**src/design/bba_pkg.sv**
```systemverilog
// Shared types and constants for the bitmap block allocator.
// No dependencies; every other design file imports this package.
package bba_pkg;

    localparam int NUM_BLOCKS             = 512;
    localparam int BLOCK_KB               = 2;
    localparam int MAX_BLOCKS_PER_REQUEST = 64;

    localparam int SIZE_W  = 8;
    localparam int BLK_W   = 9;
    localparam int CNT_W   = 10;
    localparam int NEED_W  = 8;
    localparam int EMIT_W  = $clog2(MAX_BLOCKS_PER_REQUEST + 1);
    localparam int WORD_W  = 32;
    localparam int BIT_W   = $clog2(WORD_W);
    localparam int ROW_CNT = NUM_BLOCKS / WORD_W;
    localparam int ROW_W   = $clog2(ROW_CNT);

    typedef enum logic [0:0] {
        CMD_ALLOC = 1'b0,
        CMD_FREE  = 1'b1
    } t_cmd;

    typedef enum logic [2:0] {
        ST_OK        = 3'd0,
        ST_NO_SPACE  = 3'd1,
        ST_EMPTY     = 3'd2,
        ST_TOO_LARGE = 3'd3,
        ST_BAD_INDEX = 3'd4
    } t_status;

    typedef enum logic [2:0] {
        S_IDLE,
        S_CHECK,
        S_RD,
        S_LOAD,
        S_SCAN,
        S_FREE,
        S_OUT
    } t_state;

    typedef struct packed {
        logic [ROW_W-1:0]  rd_addr;
        logic              wr_en;
        logic [ROW_W-1:0]  wr_addr;
        logic [WORD_W-1:0] wr_data;
    } t_map_req;

    typedef struct packed {
        logic             found;
        logic [BIT_W-1:0] pos;
    } t_ffz;

endpackage

```
**src/design/bba_map_ram.sv**
```systemverilog
// Occupancy map storage: ROW_CNT words of WORD_W bits, registered read.
// Per-row valid flags make never-written rows read as all free. Uses bba_pkg.
module bba_map_ram
    import bba_pkg::*;
(
    input  logic              i_clk,
    input  logic              i_rst_n,
    input  t_map_req          i_req,
    output logic [WORD_W-1:0] o_rd_word
);

    logic [WORD_W-1:0]  r_mem [ROW_CNT];
    logic [ROW_CNT-1:0] r_row_valid;
    logic [WORD_W-1:0]  r_rd_raw;
    logic               r_rd_valid;

    always_ff @(posedge i_clk) begin
        if (i_req.wr_en) begin
            r_mem[i_req.wr_addr] <= i_req.wr_data;
        end
        r_rd_raw <= r_mem[i_req.rd_addr];
    end

    always_ff @(posedge i_clk) begin
        if (!i_rst_n) begin
            r_row_valid <= '0;
            r_rd_valid  <= 1'b0;
        end else begin
            if (i_req.wr_en) begin
                r_row_valid[i_req.wr_addr] <= 1'b1;
            end
            r_rd_valid <= r_row_valid[i_req.rd_addr];
        end
    end

    assign o_rd_word = r_rd_valid ? r_rd_raw : '0;

endmodule

```
**src/design/bba_find_zero.sv**
```systemverilog
// Shared search unit: lowest clear bit of one map word.
// Uses bba_pkg.
module bba_find_zero
    import bba_pkg::*;
(
    input  logic [WORD_W-1:0] i_word,
    output t_ffz              o_ffz
);

    always_comb begin
        o_ffz.found = 1'b0;
        o_ffz.pos   = '0;
        for (int b = WORD_W - 1; b >= 0; b--) begin
            if (!i_word[b]) begin
                o_ffz.found = 1'b1;
                o_ffz.pos   = BIT_W'(b);
            end
        end
    end

endmodule

```
**src/design/bba_ctrl.sv**
```systemverilog
// Sequencer and datapath: request checks, word-by-word map scan, free count,
// result register. Uses bba_pkg; drives bba_map_ram and bba_find_zero.
module bba_ctrl
    import bba_pkg::*;
(
    input  logic              i_clk,
    input  logic              i_rst_n,
    input  logic              i_s_valid,
    output logic              o_s_ready,
    input  t_cmd              i_cmd,
    input  logic [SIZE_W-1:0] i_size,
    input  logic [BLK_W-1:0]  i_idx,
    input  logic [WORD_W-1:0] i_rd_word,
    input  t_ffz              i_ffz,
    output t_map_req          o_map,
    output logic [WORD_W-1:0] o_word,
    output logic              o_m_valid,
    input  logic              i_m_ready,
    output logic [BLK_W-1:0]  o_blk,
    output logic              o_last,
    output t_status           o_status,
    output logic [CNT_W-1:0]  o_left
);

    t_state              r_state, n_state;
    t_cmd                r_cmd, n_cmd;
    logic [SIZE_W-1:0]   r_size, n_size;
    logic [BLK_W-1:0]    r_idx, n_idx;
    logic [NEED_W-1:0]   r_need, n_need;
    logic [EMIT_W-1:0]   r_cnt, n_cnt;
    logic [ROW_W-1:0]    r_addr, n_addr;
    logic [WORD_W-1:0]   r_word, n_word;
    logic [CNT_W-1:0]    r_free, n_free;
    logic [BLK_W-1:0]    r_out_blk, n_out_blk;
    logic                r_out_last, n_out_last;
    t_status             r_out_status, n_out_status;
    logic [CNT_W-1:0]    r_out_left, n_out_left;

    logic [SIZE_W:0]     w_need_sum;
    logic [NEED_W-1:0]   w_need;
    logic                w_bad_idx;
    logic                w_bit;
    logic                w_last;

    assign w_need_sum = {1'b0, r_size} + (SIZE_W + 1)'(BLOCK_KB - 1);
    assign w_need     = NEED_W'(w_need_sum / BLOCK_KB);
    assign w_bad_idx  = {1'b0, r_idx} >= CNT_W'(NUM_BLOCKS);
    assign w_bit      = r_word[r_idx[BIT_W-1:0]];
    assign w_last     = (NEED_W'(r_cnt) + NEED_W'(1)) == r_need;

    // next state
    always_comb begin
        n_state = r_state;
        case (r_state)
            S_IDLE: begin
                if (i_s_valid) n_state = S_CHECK;
            end
            S_CHECK: begin
                if (r_cmd == CMD_FREE) begin
                    n_state = w_bad_idx ? S_OUT : S_RD;
                end else if (r_size == '0 ||
                             w_need > NEED_W'(MAX_BLOCKS_PER_REQUEST) ||
                             CNT_W'(w_need) > r_free) begin
                    n_state = S_OUT;
                end else begin
                    n_state = S_RD;
                end
            end
            S_RD:   n_state = S_LOAD;
            S_LOAD: n_state = (r_cmd == CMD_FREE) ? S_FREE : S_SCAN;
            S_SCAN: n_state = i_ffz.found ? S_OUT : S_RD;
            S_FREE: n_state = S_OUT;
            S_OUT: begin
                if (i_m_ready) n_state = r_out_last ? S_IDLE : S_SCAN;
            end
            default: n_state = S_IDLE;
        endcase
    end

    // datapath and outputs
    always_comb begin
        n_cmd        = r_cmd;
        n_size       = r_size;
        n_idx        = r_idx;
        n_need       = r_need;
        n_cnt        = r_cnt;
        n_addr       = r_addr;
        n_word       = r_word;
        n_free       = r_free;
        n_out_blk    = r_out_blk;
        n_out_last   = r_out_last;
        n_out_status = r_out_status;
        n_out_left   = r_out_left;
        o_map.rd_addr = r_addr;
        o_map.wr_en   = 1'b0;
        o_map.wr_addr = r_addr;
        o_map.wr_data = r_word;
        case (r_state)
            S_IDLE: begin
                n_cmd  = i_cmd;
                n_size = i_size;
                n_idx  = i_idx;
            end
            S_CHECK: begin
                n_need       = w_need;
                n_cnt        = '0;
                n_out_blk    = '0;
                n_out_last   = 1'b1;
                n_out_left   = r_free;
                n_out_status = ST_OK;
                if (r_cmd == CMD_FREE) begin
                    n_addr = r_idx[BLK_W-1:BIT_W];
                    if (w_bad_idx) begin
                        n_out_blk    = r_idx;
                        n_out_status = ST_BAD_INDEX;
                    end
                end else begin
                    n_addr = '0;
                    if (r_size == '0) begin
                        n_out_status = ST_EMPTY;
                    end else if (w_need > NEED_W'(MAX_BLOCKS_PER_REQUEST)) begin
                        n_out_status = ST_TOO_LARGE;
                    end else if (CNT_W'(w_need) > r_free) begin
                        n_out_status = ST_NO_SPACE;
                    end
                end
            end
            S_LOAD: begin
                n_word = i_rd_word;
            end
            S_SCAN: begin
                if (i_ffz.found) begin
                    n_word           = r_word;
                    n_word[i_ffz.pos] = 1'b1;
                    o_map.wr_en      = 1'b1;
                    o_map.wr_data    = n_word;
                    n_free           = r_free - CNT_W'(1);
                    n_cnt            = r_cnt + EMIT_W'(1);
                    n_out_blk        = {r_addr, i_ffz.pos};
                    n_out_last       = w_last;
                    n_out_status     = ST_OK;
                    n_out_left       = r_free - CNT_W'(1);
                end else begin
                    n_addr = r_addr + ROW_W'(1);
                end
            end
            S_FREE: begin
                n_word                    = r_word;
                n_word[r_idx[BIT_W-1:0]]  = 1'b0;
                o_map.wr_en               = 1'b1;
                o_map.wr_data             = n_word;
                n_free                    = w_bit ? r_free + CNT_W'(1) : r_free;
                n_out_blk                 = r_idx;
                n_out_last                = 1'b1;
                n_out_status              = ST_OK;
                n_out_left                = n_free;
            end
            default: begin
            end
        endcase
    end

    always_ff @(posedge i_clk) begin
        if (!i_rst_n) begin
            r_state <= S_IDLE;
            r_free  <= CNT_W'(NUM_BLOCKS);
        end else begin
            r_state <= n_state;
            r_free  <= n_free;
        end
    end

    always_ff @(posedge i_clk) begin
        r_cmd        <= n_cmd;
        r_size       <= n_size;
        r_idx        <= n_idx;
        r_need       <= n_need;
        r_cnt        <= n_cnt;
        r_addr       <= n_addr;
        r_word       <= n_word;
        r_out_blk    <= n_out_blk;
        r_out_last   <= n_out_last;
        r_out_status <= n_out_status;
        r_out_left   <= n_out_left;
    end

    assign o_s_ready = (r_state == S_IDLE);
    assign o_m_valid = (r_state == S_OUT);
    assign o_word    = r_word;
    assign o_blk     = r_out_blk;
    assign o_last    = r_out_last;
    assign o_status  = r_out_status;
    assign o_left    = r_out_left;

endmodule

```
**src/design/bitmap_block_allocator_top.sv**
```systemverilog
// First-fit bitmap block allocator: one bit per block, lowest free blocks first.
// Uses bba_pkg, bba_map_ram, bba_find_zero and bba_ctrl.
//
// Usage:
//   Slave channel takes one command per transaction: tuser selects allocate (0)
//   or free (1); tdata carries size_kb and block_index. Master channel returns
//   results: one per allocated block (tlast on the final one), or a single
//   result for a free or for any rejected request (no space, empty, too large,
//   bad index), in which case the map is untouched.
// Sequencing:
//   One command is in flight at a time; o_s_axis_tready is high only when idle.
//   Free: accept, check, read, load, clear and write back, then the result.
//   Rejected allocate: accept, check, result.
//   Allocate: accept and check, then read, load and search for each map word
//   visited, and search and result for each block emitted, set by the single map
//   read port and the one shared find-first-zero unit.
// Reset:
//   Synchronous, active low. Free count returns to NUM_BLOCKS at once; map rows
//   carry valid flags cleared by reset, so the map reads all free immediately.
// Stall:
//   A result waits in the output register while o_m_axis_tready is low; the
//   scan pauses and no command is taken until the last result is delivered.
module bitmap_block_allocator_top
    import bba_pkg::*;
(
    input  logic        i_clk,
    input  logic        i_rst_n,
    input  logic        i_s_axis_tvalid,
    output logic        o_s_axis_tready,
    input  logic [23:0] i_s_axis_tdata,  // [7:0] size_kb, [16:8] block_index, rest zero
    input  logic [0:0]  i_s_axis_tuser,  // [0] command
    output logic        o_m_axis_tvalid,
    input  logic        i_m_axis_tready,
    output logic [23:0] o_m_axis_tdata,  // [8:0] block_number, [18:9] free_left, rest zero
    output logic        o_m_axis_tlast,  // last
    output logic [2:0]  o_m_axis_tuser   // [2:0] status
);

    t_map_req          w_map;
    logic [WORD_W-1:0] w_rd_word;
    logic [WORD_W-1:0] w_word;
    t_ffz              w_ffz;
    logic [BLK_W-1:0]  w_blk;
    t_status           w_status;
    logic [CNT_W-1:0]  w_left;

    bba_map_ram u_map (
        .i_clk     (i_clk),
        .i_rst_n   (i_rst_n),
        .i_req     (w_map),
        .o_rd_word (w_rd_word)
    );

    // shared search unit, fed from the working word
    bba_find_zero u_ffz (
        .i_word (w_word),
        .o_ffz  (w_ffz)
    );

    bba_ctrl u_ctrl (
        .i_clk     (i_clk),
        .i_rst_n   (i_rst_n),
        .i_s_valid (i_s_axis_tvalid),
        .o_s_ready (o_s_axis_tready),
        .i_cmd     (t_cmd'(i_s_axis_tuser[0])),
        .i_size    (i_s_axis_tdata[SIZE_W-1:0]),
        .i_idx     (i_s_axis_tdata[SIZE_W+BLK_W-1:SIZE_W]),
        .i_rd_word (w_rd_word),
        .i_ffz     (w_ffz),
        .o_map     (w_map),
        .o_word    (w_word),
        .o_m_valid (o_m_axis_tvalid),
        .i_m_ready (i_m_axis_tready),
        .o_blk     (w_blk),
        .o_last    (o_m_axis_tlast),
        .o_status  (w_status),
        .o_left    (w_left)
    );

    assign o_m_axis_tdata = {5'd0, w_left, w_blk};
    assign o_m_axis_tuser = w_status;

`ifndef SYNTH
    // one command at a time: never ready while a result is pending
    a_one_in_flight: assert property (@(posedge i_clk) disable iff (!i_rst_n)
        !(o_s_axis_tready && o_m_axis_tvalid))
        else $error("input ready while result pending");

    // a taken command closes the input until its results are out
    a_busy_after_accept: assert property (@(posedge i_clk) disable iff (!i_rst_n)
        (i_s_axis_tvalid && o_s_axis_tready) |=> !o_s_axis_tready)
        else $error("input ready right after accept");

    // rejected requests produce exactly one result
    a_reject_is_last: assert property (@(posedge i_clk) disable iff (!i_rst_n)
        (o_m_axis_tvalid && o_m_axis_tuser != ST_OK) |-> o_m_axis_tlast)
        else $error("error result without tlast");

    // free count never exceeds the map size
    a_free_bound: assert property (@(posedge i_clk) disable iff (!i_rst_n)
        o_m_axis_tvalid |-> (o_m_axis_tdata[18:9] <= CNT_W'(NUM_BLOCKS)))
        else $error("free count out of range");
`endif

endmodule

```
**config.mk**
```make
export PLATFORM = sky130hd
export DESIGN_NAME = bitmap_block_allocator_top
export DESIGN_NICKNAME = d
export VERILOG_FILES = /design/src/design/bba_pkg.sv /design/src/design/bba_map_ram.sv /design/src/design/bba_find_zero.sv /design/src/design/bba_ctrl.sv /design/src/design/bitmap_block_allocator_top.sv
export SDC_FILE = /design/constraint.sdc
export NUM_CORES = 1
export LEC_CHECK = 0
export ABC_AREA = 1
export BUFFER_PORTS_ARGS = -buffer_cell sky130_fd_sc_hd__buf_2
export CAP_MARGIN = 15
export CORE_UTILIZATION = 52
export CTS_CLUSTER_SIZE = 28
export DETAILED_ROUTE_END_ITERATION = 8
export MAX_ROUTING_LAYER = met4
export PLACE_DENSITY = 0.75
export SLEW_MARGIN = 5
export SYNTH_ARGS = -nofsm -noshare
export SYNTH_HDL_FRONTEND = slang
export SYNTH_SLANG_ARGS = --single-unit
```
**constraint.sdc**
```tcl
create_clock -name i_clk -period 3.35 [get_ports i_clk]
set_input_delay 0.67 -clock i_clk [delete_from_list [all_inputs] [get_ports i_clk]]
set_output_delay 0.67 -clock i_clk [all_outputs]
set_load 0.1 [all_outputs]
```
======== After elaboration in Yosys (flattened, before gate mapping) ========
Memory sizes are Yosys's and may differ from the RTL's. A register that Yosys moved wholly into a read port is not among the register bits.
Cells that the tools add are included.
cells by class
  $add $sub $neg .......................... 6
  mux-type cells .......................... 77
  reductions and logical operators ........ 19
  $lt $le $gt $ge ......................... 8
  equal/unequal tests ..................... 11
  bitwise logic cells ..................... 4
operators by type and width
  cell                                                               count
  2-to-1 mux 6 bit                                                   32
  one-hot mux 32 bit (3 select lines)                                1
  2-to-1 mux 32 bit                                                  2
  one-hot mux 32 bit (2 select lines)                                1
  bitwise AND 32 bit                                                 1
  NOT 32 bit                                                         1
  bitwise OR 32 bit                                                  1
  2-to-1 mux 3 bit                                                   10
  one-hot mux 10 bit (3 select lines)                                1
  one-hot mux 9 bit (3 select lines)                                 1
  one-hot mux 3 bit (7 select lines)                                 1
  2-to-1 mux 10 bit                                                  2
  one-hot mux 10 bit (2 select lines)                                1
  bitwise OR 16 bit                                                  1
  one-hot mux 7 bit (2 select lines)                                 1
  < comparator 5 x 6 -> 1 bit, second input constant                 2
  AND reduction 2 bit                                                6
  2-to-1 mux 1 bit                                                   11
  adder 10 x 1 -> 10 bit, second input constant                      1
  demux 1 bit (select 5 bit)                                         2
  greater-or-equal comparator 5 x 1 -> 1 bit, second input constant  2
  > comparator 8 x 10 -> 1 bit                                       1
  subtractor 10 x 1 -> 10 bit, second input constant                 1
  adder 8 x 1 -> 9 bit, second input constant                        1
  28 further kinds                                                   41
storage, ports and cells
  register bits ........................... 122
  input bits .............................. 29
  word-level logic and storage cells ...... 141
  memories ................................ 1
  RAM bits ................................ 512
  output and inout bits ................... 30
memory list
  memory       words  bits a word  rd ports  clocked after Yosys merged registers in  wr ports  line               RTL
  u_map.r_mem  16     32           1         1                                        1         bba_map_ram.sv:12  logic [WORD_W-1:0] r_mem [ROW_CNT];

======== Depth between registers and ports, before layout ========
  word-level depth ........................ 39
  gate-level depth with buffers ........... 34
  mapped depth without buffers ............ 34

======== By module ========
A second synthesis with hierarchy kept.
second synthesis, totals
  cell total of the unflattened synthesis .. 2,593
  area, all modules ....................... 28,792.6 um2
modules (own cells, without submodules)
  module                      sequential area each (um2)  times used  area each (um2)  cells an instance
  bba_map_ram                 16,355.7                    1           21,823.4         1,717
  bba_ctrl                    2,992.9                     1           6,588.8          792
  bba_find_zero               0.0                         1           339.1            78
  bitmap_block_allocator_top  0.0                         1           41.3             6

======== Least setup slack after synthesis ========
Ideal clock, no wire load.
  kind .................................... reg-to-reg
  from .................................... reg u_ctrl.r_addr[1]
  to ...................................... mem u_map.r_mem[0][0] (enable)
  buffers on the path ..................... 3
  clock period less this slack ............ 3,319 ps
  setup time .............................. 423 ps
  slack ................................... 31 ps
  data required time ...................... 2,927 ps
  data arrival time ....................... 2,896 ps
  stages on the path, launching flop included .. 8
  cell sequence ........................... edfxtp_1 > clkbuf_1 > clkinv_1 > clkbuf_1 > clkbuf_1 > ha_1 > nand2_1 > nor2_1
RTL lines
  element                 line               RTL
  start, declared         bba_ctrl.sv:31     logic [ROW_W-1:0] r_addr, n_addr;
  start signal, assigned  bba_ctrl.sv:179    r_addr <= n_addr;
  end, declared           bba_map_ram.sv:12
Straight into the memory's write port.

==> flow_summary.toml <==
[sta]
setup_slack_ns = 0.186
setup_tns_ns = 0
finalMaxSlewViolations = 0
worstMarginPinSlew_ns = 1.07
finalCritPeriodShare_pct = 94.4
rsz0062_at_grt = "yes"
hold_viol = 0
setup_violations = 0
fmax_ghz = 0.316
timing.slew.headroom_pct = 28.5
skew_ns = 0.0270
final.min_clock_period_ns = 3.16

[route]
avgViaCountPerCell = 6.09
firstDrtPassIters = 5
route.detailed.drc = 0
drt_iter0_markers = 2409
vias = 19900
wl_per_cell_um = 22.6
wl_um = 73800
antenna_left = 0

[grt]
grt_pass1_wl_um = 111000
grt_pass1_vias = 19100
grtUsageMet2_pct = 43.7
grt_max_degree = 178
gr-usage-met3_pct = 5.27
met1_usage_pct = 36.1
grt.total_usage_pct = 28.1
global_route.overflow_total = 0
busiest_layer = "met2"
antenna_found_initial = 1

[power_and_ir_drop]
power_density_nw_per_um2 = 974
pwr-share-seq_pct = 40.1
power_frac_comb_pct = 36.3
p_int_mw = 19.4
swShare_pct = 37.8
peakVddDrop_mv = 0.541
p_switching_mw = 11.8
clockPowerShare_pct = 23.6
power_leakage_nw = 11.1

[place]
numPlacedInstances = 3122
place_ws_ns = 0.148
routabilityCongestion = 0.986
place_hpwl_um = 41500
postPlaceCellArea_sq_um = 29500
portBuffers = 45

[cells_and_area]
area_growth_pct = 15.8
stdcell_area_sq_um = 32000
nFillCells = 3977
drive_gt1_share_pct = 12.5
stdcell_count = 3261
post-route-util_pct = 61.0
fin_nets = 2564

[logic_synthesis]
yosys.cell_types.count = 45
synth_edf_count = 603
synth_ff_type = "edfxtp_1"
synth-seq-cells = 665
syn-cell-area_sq_um = 27600
avgSynthCellArea_sq_um = 11.5
ys_seq_area_share_pct = 70.1
synth-async-reset-ratio_pct = 0
yosysWarnings = 0
syn_inst = 2407

[critical_path]
cpPeakStageDelay_ns = 0.39
cpLargestDelayFamily = "simple AND/OR/NAND/NOR gates"
start_kind = "flop"
worstPathRequired_ns = 3.69
crit_buf_inv = 4
arrival_ns = 3.50
slowest_stage = "edfxtp_1"
cpMostUsedCell = "nand2_1"
cp_max_fo = 8
crit_path_end_kind = "flop"
crit_type = "flop to flop"

[clock_tree]
cts_buffers = 68
cts_root_buffer = "clkbuf_16"
cts_num_sinks = 665
cts_max_path_buffers = 3
htree_levels = 3
path_clk_slew_ns = 0.06
cts_tree = "done"
clk_latency_ns = 0.61
cts.hold.buffers_added = 0

[outcome]
status = "finished, final reports clean"

[die]
rows = 84
core_region_area_sq_um = 52400
fp.dieW_um = 232
start_util_pct = 52.6
die_h_um = 232
pin_count = 59
floorplan.die_area_sq_um = 54000

[job]
drv_cap = 0

[min_path]
hp-class = "input port to flop"
[synth_stat cells, types with 2 or more instances]
master / n / area, sq um
o21ai_1: 2 / 10.0
a21oi_1: 29 / 145
buf_1: 6 / 22.5
buf_2: 4 / 20.0
xor2_1: 20 / 175
nand4_1: 45 / 282
nor3_1: 29 / 145
a22oi_1: 9 / 67.6
ha_1: 17 / 213
a22o_1: 2 / 17.5
inv_1: 90 / 338
nor2_2: 2 / 12.5
nor4_1: 5 / 31.3
buf_4: 6 / 45.0
edfxtp_1: 603 / 18100
nand3_1: 116 / 581
a221oi_1: 8 / 70.1
dfxtp_1: 62 / 1240
nand3b_1: 5 / 37.5
o211ai_1: 24 / 180
nand2_4: 3 / 33.8
nor2_1: 365 / 1370
xnor2_1: 7 / 61.3
nand2_1: 363 / 1360
o22ai_1: 134 / 838
clkinv_1: 4 / 15.0
a31oi_1: 5 / 31.3
or2_2: 3 / 18.8
inv_2: 3 / 11.3
clkbuf_1: 118 / 443
nand2_2: 2 / 12.5
o221ai_1: 9 / 78.8
o21ai_0: 294 / 1470
o41ai_1: 2 / 17.5
[final timing paths]
check	slack [ns]	from	depth (start not counted)	endpoint
max	0.19	u_ctrl.o_word[31]	36	u_map.r_mem[10][11]
min reg2reg	0.47	u_map.r_row_valid[3]	2	u_map.r_row_valid[3]
max reg2reg	0.19	u_ctrl.o_word[31]	36	u_map.r_mem[10][11]
min	0.24	i_s_axis_tdata[0]	1	u_ctrl.r_size[0]
[power groups by stage]
| stage | clock [mW] | combinational [mW] | sequential [mW] |
|---|---|---|---|
| final | 7.35 | 11.3 | 12.5 |
| after global routing | 7.72 | 12.2 | 12.6 |
| after CTS | 7.43 | 10.9 | 12.5 |
| after detailed placement | 0 | 10.8 | 12.6 |
| after global placement | 0 | 10.5 | 12.6 |
| after floorplan | 0 | 5.97 | 13.4 |
[state kept, by name (all words and copies together) (netlist names), 4 cells and up]
name / cells
u_map.r_row_valid: 16
u_ctrl.o_blk: 9
u_ctrl.r_size: 8
u_map.r_mem: 512
u_map.r_rd_raw: 32
u_ctrl.r_need: 8
u_ctrl.r_idx: 9
u_ctrl.r_addr: 4
u_ctrl.r_cnt: 7
u_ctrl.r_free: 10
u_ctrl.o_left: 10
u_ctrl.o_word: 32
[worst reg2reg max path: cells and delay by family (launching register included)]
family                 cells  cell delay [ns]
DFF                        1             0.39
buffers and inverters      4             0.54
and+or+nand+nor           31             1.86
AOI/OAI and AO/OA          1             0.10
[stage by stage]
| step | power, mW | hold WS, ns |
|---|---|---|
| floorplan | 19.4 | 0.435 |
| global placement | 23.0 | 0.444 |
| detailed placement | 23.4 | 0.453 |
| CTS | 30.7 | 0.217 |
| global route | 32.5 | 0.227 |
| finish | 31.1 | 0.238 |
[what timing repair did]
item                       CTS  global route
resized for setup            0            35
setup endpoints to repair    0           435
setup buffers                0            11
[layer usage]
| layer | part of all wire [%] | vias up |
|---|---|---|
| li1 | - | 8928 |
| met1 | 40 | 9679 |
| met3 | 8.7 | 207 |
| met5 | 0 | - |
| met2 | 48 | 1047 |
| met4 | 3.9 | 0 |
[logic make-up (layout without fill, tap and decap cells)]
group	after synthesis	in the layout	synth area share (%)
and+or+nand+nor	942	942	14.2
DFF	665	665	70.1
AOI/OAI and AO/OA	523	523	10.8
buffers and inverters	232	392	3.28
xor gates and xnor gates	27	27	0.857
adders and majority gates	17	17	0.771
other	1	7	0.0136
[placed cells by master (no fill, tap or decap), types with 9 or more instances in the layout]
cell type,n
clkbuf_1,17
buf_2,45
a21oi_1,29
inv_1,88
nand3_1,109
o221ai_1,9
dfxtp_1,62
buf_4,78
clkinv_2,17
nand2_1,358
buf_12,30
edfxtp_1,603
o21ai_0,294
a22oi_1,9
o22ai_1,134
nor2_4,20
clkbuf_16,74
nor2_1,344
buf_6,16
nand4_1,45
clkinv_1,11
xor2_1,20
nor3_1,29
o211ai_1,24
ha_1,17
[cell type report]
| class | instances | area [sq um] | share of cell area (%) |
|---|---|---|---|
| flip-flops and latches | 665 | 19300 | 60.5 |
| well taps | 688 | 861 | 2.69 |
| diodes | 1 | 2.50 | 0.00783 |
| clock buffers | 93 | 1930 | 6.04 |
| multi-input cells | 1515 | 7580 | 23.7 |
| clock inverters | 31 | 233 | 0.728 |
| inverters | 97 | 370 | 1.16 |
| repair buffers | 171 | 1640 | 5.14 |
Note: power is estimated with default switching activity, not from simulation.
